<file path="src/rtl/assert_macros.svh">
// Assertion helpers shared by the RTL. Every check is sampled on the rising
// edge of clk and is switched off while rst_n is low.
`ifndef ASSERT_MACROS_SVH
`define ASSERT_MACROS_SVH

// The consequent must hold in the same cycle as the antecedent.
`define ASSERT_SAME(label, ante, cons) \
    label: assert property (@(posedge clk) disable iff (!rst_n) (ante) |-> (cons)) \
        else $error("assertion failed");

// The consequent must hold in the cycle after the antecedent.
`define ASSERT_NEXT(label, ante, cons) \
    label: assert property (@(posedge clk) disable iff (!rst_n) (ante) |=> (cons)) \
        else $error("assertion failed");

`endif

</file>
<file path="src/rtl/kpsd_pkg.sv">
// ----------------------------------------------------------------------------
// Keypad scan and debounce package
// Field widths, register indexes and reset values of the keypad scanner.
// ----------------------------------------------------------------------------
package kpsd_pkg;

    localparam int LINE_W      = 4;
    localparam int POS_W       = 4;
    localparam int CNT_W       = 8;
    localparam int CFG_INDEX_W = 2;

    typedef logic [LINE_W-1:0]      line_t;
    typedef logic [POS_W-1:0]       pos_t;
    typedef logic [CNT_W-1:0]       cnt_t;
    typedef logic [CFG_INDEX_W-1:0] cfg_index_t;

    localparam cfg_index_t CFG_IDX_PRESS_COUNT   = 2'd0;
    localparam cfg_index_t CFG_IDX_RELEASE_COUNT = 2'd1;

    localparam cnt_t PRESS_COUNT_RESET   = 8'd33;
    localparam cnt_t RELEASE_COUNT_RESET = 8'd32;

endpackage

</file>
<file path="src/rtl/keypad_scan_debounce_top.sv">
// The result word is registered at the edge that accepts its input word.
// Throughput: one word per clock while the consumer takes every result word; a result
// word that waits holds off the input until it leaves, since there is one result register.
// Reset: all control state clears at once; press_count and release_count return
// to 33 and 32 and the counters reload to those values.
// ----------------------------------------------------------------------------
// Keypad scan and debounce top level
// Scans a 4x4 key matrix one position per word, debounces presses, detects
// release and drives a beeper while a key is held.
// ----------------------------------------------------------------------------
`include "assert_macros.svh"

module keypad_scan_debounce_top (
    input  logic                    clk,
    input  logic                    rst_n,
    input  logic                    in_valid,
    output logic                    in_ready,
    input  kpsd_pkg::line_t         return_lines,
    input  logic                    key_ack,
    output logic                    out_valid,
    input  logic                    out_ready,
    output kpsd_pkg::line_t         scan_drive,
    output logic                    key_valid,
    output kpsd_pkg::pos_t          key_index,
    output logic                    key_released,
    output logic                    beeper,
    input  logic                    cfg_valid,
    output logic                    cfg_ready,
    input  kpsd_pkg::cfg_index_t    cfg_index,
    input  kpsd_pkg::cnt_t          cfg_data
);
    import kpsd_pkg::*;

    // Configuration registers.
    cnt_t  press_count_reg;
    cnt_t  release_count_reg;

    // Scanner state.
    pos_t  scan_pos_reg,        scan_pos_next;
    cnt_t  press_counter_reg,   press_counter_next;
    cnt_t  release_counter_reg, release_counter_next;
    logic  key_latched_reg,     key_latched_next;
    pos_t  captured_index_reg,  captured_index_next;
    logic  release_seen_reg,    release_seen_next;
    logic  beeper_active_reg,   beeper_active_next;
    logic  beeper_level_reg,    beeper_level_next;

    // Result register.
    logic  out_valid_reg,       out_valid_next;
    line_t scan_drive_reg,      scan_drive_next;

    logic  in_fire;
    logic  ack_clear;
    logic  latched_after_ack;
    logic  seen_after_ack;
    logic  pressed;
    cnt_t  press_dec;
    cnt_t  release_dec;

    assign in_ready  = !out_valid_reg || out_ready;
    assign in_fire   = in_valid && in_ready;
    assign cfg_ready = 1'b1;

    assign out_valid    = out_valid_reg;
    assign scan_drive   = scan_drive_reg;
    assign key_valid    = key_latched_reg;
    assign key_index    = captured_index_reg;
    assign key_released = release_seen_reg;
    assign beeper       = beeper_level_reg;

    always_ff @(posedge clk or negedge rst_n)
    begin
        if (!rst_n)
        begin
            press_count_reg   <= PRESS_COUNT_RESET;
            release_count_reg <= RELEASE_COUNT_RESET;
        end
        else if (cfg_valid && cfg_ready)
        begin
            case (cfg_index)
                CFG_IDX_PRESS_COUNT:   press_count_reg   <= cfg_data;
                CFG_IDX_RELEASE_COUNT: release_count_reg <= cfg_data;
                default:               ;
            endcase
        end
    end

    always_comb
    begin
        // An acknowledge only counts once release has been seen, and it takes
        // effect before this word's sample.
        ack_clear         = key_ack && release_seen_reg;
        latched_after_ack = key_latched_reg && !ack_clear;
        seen_after_ack    = release_seen_reg && !ack_clear;

        pressed     = !return_lines[scan_pos_reg[1:0]];
        press_dec   = press_counter_reg - 8'd1;
        release_dec = release_counter_reg - 8'd1;

        press_counter_next   = press_counter_reg;
        release_counter_next = release_counter_reg;
        key_latched_next     = latched_after_ack;
        captured_index_next  = captured_index_reg;
        release_seen_next    = seen_after_ack;
        beeper_active_next   = beeper_active_reg;
        beeper_level_next    = beeper_level_reg ^ beeper_active_reg;
        scan_pos_next        = scan_pos_reg + 4'd1;
        scan_drive_next      = ~(4'b0001 << scan_pos_reg[3:2]);

        if (!latched_after_ack)
        begin
            // A counter equal to press_count means no window is running.
            if (press_counter_reg == press_count_reg)
            begin
                if (pressed)
                begin
                    press_counter_next  = press_dec;
                    captured_index_next = scan_pos_reg;
                end
            end
            else if (press_dec == '0)
            begin
                press_counter_next = press_count_reg;
                if (pressed)
                begin
                    key_latched_next   = 1'b1;
                    beeper_active_next = 1'b1;
                end
            end
            else
            begin
                press_counter_next = press_dec;
            end
        end
        else
        begin
            if (pressed)
            begin
                release_counter_next = release_count_reg;
            end
            else if (release_dec == '0)
            begin
                release_seen_next    = 1'b1;
                beeper_active_next   = 1'b0;
                release_counter_next = release_count_reg;
            end
            else
            begin
                release_counter_next = release_dec;
            end
        end

        if (in_fire)
        begin
            out_valid_next = 1'b1;
        end
        else if (out_ready)
        begin
            out_valid_next = 1'b0;
        end
        else
        begin
            out_valid_next = out_valid_reg;
        end
    end

    always_ff @(posedge clk or negedge rst_n)
    begin
        if (!rst_n)
        begin
            scan_pos_reg        <= '0;
            press_counter_reg   <= PRESS_COUNT_RESET;
            release_counter_reg <= RELEASE_COUNT_RESET;
            key_latched_reg     <= 1'b0;
            captured_index_reg  <= '0;
            release_seen_reg    <= 1'b0;
            beeper_active_reg   <= 1'b0;
            beeper_level_reg    <= 1'b0;
            out_valid_reg       <= 1'b0;
        end
        else
        begin
            out_valid_reg <= out_valid_next;
            if (in_fire)
            begin
                scan_pos_reg        <= scan_pos_next;
                press_counter_reg   <= press_counter_next;
                release_counter_reg <= release_counter_next;
                key_latched_reg     <= key_latched_next;
                captured_index_reg  <= captured_index_next;
                release_seen_reg    <= release_seen_next;
                beeper_active_reg   <= beeper_active_next;
                beeper_level_reg    <= beeper_level_next;
            end
        end
    end

    always_ff @(posedge clk)
    begin
        if (in_fire)
        begin
            scan_drive_reg <= scan_drive_next;
        end
    end

    // Release can only be flagged for a key that is still latched.
    `ASSERT_SAME(a_release_needs_key, release_seen_reg, key_latched_reg)
    // The beeper runs only while a key is latched.
    `ASSERT_SAME(a_beeper_needs_key, beeper_active_reg, key_latched_reg)
    // Each accepted word moves the scan to the next position.
    `ASSERT_NEXT(a_scan_advance, in_fire, scan_pos_reg == $past(scan_pos_reg) + 4'd1)

endmodule

</file>
<file path="config.mk">
export PLATFORM = sky130hd
export DESIGN_NAME = keypad_scan_debounce_top
export DESIGN_NICKNAME = d
export VERILOG_FILES = /design/src/rtl/kpsd_pkg.sv /design/src/rtl/keypad_scan_debounce_top.sv
export VERILOG_INCLUDE_DIRS = /design/src /design/src/rtl
export SDC_FILE = /design/constraint.sdc
export NUM_CORES = 1
export LEC_CHECK = 0
export BUFFER_PORTS_ARGS = -buffer_cell sky130_fd_sc_hd__buf_4
export CORE_MARGIN = 8
export CORE_UTILIZATION = 60
export CTS_CLUSTER_DIAMETER = 60
export DETAILED_ROUTE_END_ITERATION = 12
export PLACE_DENSITY = 0.91
export SYNTH_ARGS = -nofsm -noshare
export SYNTH_HDL_FRONTEND = slang
export SYNTH_SLANG_ARGS = --single-unit
</file>
<file path="constraint.sdc">
create_clock -name clk -period 5.1 [get_ports clk]
set_input_delay 0.765 -clock clk [delete_from_list [all_inputs] [get_ports clk]]
set_output_delay 0.765 -clock clk [all_outputs]
set_load 0.005 [all_outputs]
</file>
==> results <==
- The fraction of layout cells with a size suffix above 1 is 27.72%.
- The kind of end point of the critical path is a flop.
- After Yosys synthesis, full adders, half adders and majority gates account for 2.469% of the synthesized area.
- The number of enable flip-flop cells after synthesis is 4.
- 0 antenna diodes ended up in the layout.
- The portion of synthesized area spent on multiplexers is 11.01%.
- At the end of routability-driven placement, the weighted congestion stood at 0.8717.
- The number of DRC violations after detailed routing is 0.
- The multi-input logic area is 1224 sq um.
- The H-tree depth is 2.
- The number of antenna violations at the first check in global routing is 0.
- After Yosys synthesis, XOR and XNOR cells account for 5.877% of the synthesized area.
- The routed length on met3 is 321 um.
- The flow ran to the end, and the final reports show no timing, DRC or antenna violations.
- The clock slew seen by the registers of the worst setup and hold paths is 0.09 ns.
- The share of flip-flops with an asynchronous set or reset is 91.84%.
- The post-synthesis compound-gate area fraction is 12.69%.
- Clock tree synthesis selected as its root buffer the cell sky130_fd_sc_hd__clkbuf_8.
- The number of rows created at floorplan is 23.
- The worst slack at placement is 2.251 ns.
- In this run the static leakage power is 1.220 nW.
- The total number of nets in the final design is 291.
- The number of hold-slack violations in the final timing report came to 0.
- The final critical delay including setup and external delays is 2.595 ns.
- Once the floorplan was initialized, standard cells occupied 62.89% of the core.
- STA puts the critical path data required time at 5.32 ns.
- The clock net sink count is 49.
- The overall die height is 80.99 um.
- The worst-case vdd ir drop is 0.0002398 V.
- At the later pin of the worst-skew pair, clock insertion delay measures 0.30 ns.
- Counting along the longest clock path gives a buffer depth of 2.
- Setup repair after global routing left no endpoint under its margin.
- The number of placed instances with taps included is 309.
- The number of fill cells is 295.
- Setup violations remaining at the end of the flow were counted as 0.
- The utilization after layout is 71.74%.
- The total vias in the final route is 1875.
- The total power density per cell area is 474.7 nW/um^2.
- The distinct cell type count of the synthesized netlist is 51.
- The die covers 6559 sq um.
- The synthesized area per cell is 10.83 sq um.
- Global routing finished with a remaining overflow of 0.
- Synthesis produced a netlist whose cell count is 234.
- The synthesized netlist devotes 16.10% of its cell area to simple gates.
- The design draws 1.372 mW.
- The cell count of the worst reg-to-reg path is 5.
- The dominant combinational cell family by area after synthesis is simple AND/OR/NAND/NOR gates.
- Synthesis produced a netlist with a net count of 259.
- Using the TritonRoute via totals, the vias-per-cell ratio works out to 5.915.
- The number of pins with negative max-slew slack in the final report is 0.
- For this design, the CTS-stage hold fixing added 0 buffers.
- The clock tree skew after final layout is 0.004423 ns.
- The number of port buffers is 32.
- The accumulated negative setup slack is 0 ns.
- The post-DP HPWL is 3912 um.
- TritonCTS created 5 clock buffers.
- The mapped cell area is 2534 sq um.
- The aggregate routed wire length is 5340 um.
- After detailed routing, the average wire length per cell comes to 16.85 um.
- TritonCTS built the clock tree.
- In this run the worst path has a maximum fanout of 17.
- The most used flip-flop cell after synthesis is sky130_fd_sc_hd__dfrtp_1.
- Derived from the worst setup path, the maximum achievable clock frequency is 0.3854 GHz.
- The number of maximum-capacitance violations is 0.
- The quantity of gates resized following cts is 0.
- The growth of design area from synthesis to finish is 14.07%.
- The placeable core region is 4029 sq um.
- Registers take 1254 sq um.
- Summed over all nets, wire length on met2 after detailed routing comes to 2590 um.
- The DRC marker count from the first detailed-route iteration is 123.
- Headroom to the max-slew limit came out at 21.09%.
- Counting flops and latches in the post-synthesis netlist gives 49.
- The type of the worst min-delay path is in -> async.
- STA puts the critical path data arrival time at 2.81 ns.
- The finished layout holds 317 standard cells, fillers aside.
- The post-route worst setup slack is 2.505 ns.
- Once detail routing completed, the nets flagged for antenna violations numbered 0.
- Entering global routing, the biggest net connects 46 pins.
- STA classifies the critical path startpoint as a flop.
- The highest routed metal layer is met4.
- During synthesis, Yosys emitted a total of 0 warnings.
- The total global-route track usage is 17.17%.
- Dividing the final minimum period by the clock period gives 50.87%.
- The worst setup path is of the reg -> reg kind.
- During I/O placement, the number of pins put on the boundary was 34.
- The detailed router put a total of 2339 um of wire on met1.
- The overall die width is 80.99 um.
- The number of buffers added for setup after CTS is 0.
- The detailed-router iteration count before antenna repair is 4.
- Of the synthesized area, sequential elements account for 49.48%.
- The first-pass GRT wire length is 8694 um.
- The via count of the first global-routing pass was 1848.
- The slew at the pin closest to its max-slew limit is 1.181 ns.
==> cell usage in the layout (no fill, tap or decap), types with 3 or more instances in the layout <==
cell                       count
sky130_fd_sc_hd__xnor2_1       7
sky130_fd_sc_hd__clkbuf_8      5
sky130_fd_sc_hd__a21oi_1      13
sky130_fd_sc_hd__nand3_1       9
sky130_fd_sc_hd__edfxtp_1      4
sky130_fd_sc_hd__nor4_1        3
sky130_fd_sc_hd__nor3_1        4
sky130_fd_sc_hd__mux2_2       19
sky130_fd_sc_hd__xor2_1       10
sky130_fd_sc_hd__inv_1         5
sky130_fd_sc_hd__buf_4        32
sky130_fd_sc_hd__nand4_1       3
sky130_fd_sc_hd__dfrtp_1      39
sky130_fd_sc_hd__ha_1          5
sky130_fd_sc_hd__nand2_1      20
sky130_fd_sc_hd__nor2_1       17
sky130_fd_sc_hd__dfstp_2       6
sky130_fd_sc_hd__nand2b_1      5
sky130_fd_sc_hd__o21ai_0      11
sky130_fd_sc_hd__nor2b_1       4
==> Yosys cell counts, drive strengths merged (2+ instances only) <==
cell    number  area, sq um
nor3         6        40.04
nor4         3        18.77
nor2b        4        25.02
o211ai       2        15.01
nand2b       5        31.28
o31ai        2        15.01
o22ai        2        12.51
nor3b        2        15.01
a221o        2        20.02
a22oi        2        28.78
o21ai       14        81.33
nand4        3        18.77
a21oi       13        65.06
or4          2        15.01
clkbuf       3        11.26
inv          6        22.52
nand3        9        45.04
dfrtp       39        975.9
mux2i        3        42.54
nand2       20        75.07
xnor2        7        61.31
dfstp        6        157.7
edfxtp       4        120.1
ha           5        62.56
and2         3        21.27
buf          4        22.52
o311ai       3        26.28
mux2        21        236.5
nor2        17        63.81
xor2        10        87.58
or2          2        12.51
==> routing by layer <==
| layer | GRT usage (%) | vias up |
|---|---|---|
| li1 | - | 907 |
| met4 | 7.143 | 0 |
| met3 | 4.305 | 9 |
| met5 | 0 | - |
| met2 | 29.03 | 52 |
| met1 | 20.40 | 907 |
==> final timing paths <==
| check | startpoint | to | slack, ns |
|---|---|---|---|
| worst max register to register | scan_pos_reg[1] | press_counter_reg[0] | 2.51 |
| worst min-delay path | rst_n | release_counter_reg[3] | 0.44 |
| min in group clk | beeper | beeper | 0.50 |
| max in group asynchronous | rst_n | release_count_reg[5] | 4.27 |
| worst min register to register | beeper | beeper | 0.50 |
| worst max-delay path | scan_pos_reg[1] | press_counter_reg[0] | 2.51 |
==> metrics by stage <==
| stage | instance area, sq um | hold slack (ns) |
|---|---|---|
| 2_1_floorplan | 2534 | 0.4629 |
| 3_3_place_gp | 2803 | 0.4654 |
| 3_5_place_dp | 2803 | 0.4837 |
| 4_1_cts | 2890 | 0.4593 |
| 5_1_grt | 2890 | 0.4698 |
| 6_report | 2890 | 0.4449 |
==> power by group <==
part	internal [mW]	switching, mW	leakage, nW	total (mW)
registers	0.504	0.125	0.581	0.629
clock network	0.0967	0.128	0.0374	0.224
logic	0.240	0.278	0.601	0.519
total	0.841	0.531	1.22	1.37
==> cell families after synthesis <==
kind of cell	count (synthesis)
other	1
and+or+nand+nor	79
buffers and inverters	13
xor gates and xnor gates	17
adders and majority gates	5
AOI/OAI and AO/OA	46
muxes	24
DFF	49
==> layout make-up <==
type / instances / area share (%)
flip-flops and latches: 49 / 43.38
multi-input cells: 172 / 42.34
repair buffers: 32 / 8.312
clock buffers: 6 / 2.511
well taps: 50 / 2.165
inverters: 6 / 0.7792
clock inverters: 2 / 0.5195
==> critical path: stages (launching register included) <==
cell and delay (ns):
sky130_fd_sc_hd__dfrtp_1 0.51, sky130_fd_sc_hd__mux2i_1 0.38, sky130_fd_sc_hd__mux2i_4 0.20, sky130_fd_sc_hd__a311oi_2 0.95, sky130_fd_sc_hd__o311ai_0 0.29, sky130_fd_sc_hd__o211ai_1 0.17
(Power assumes the default switching activity.)
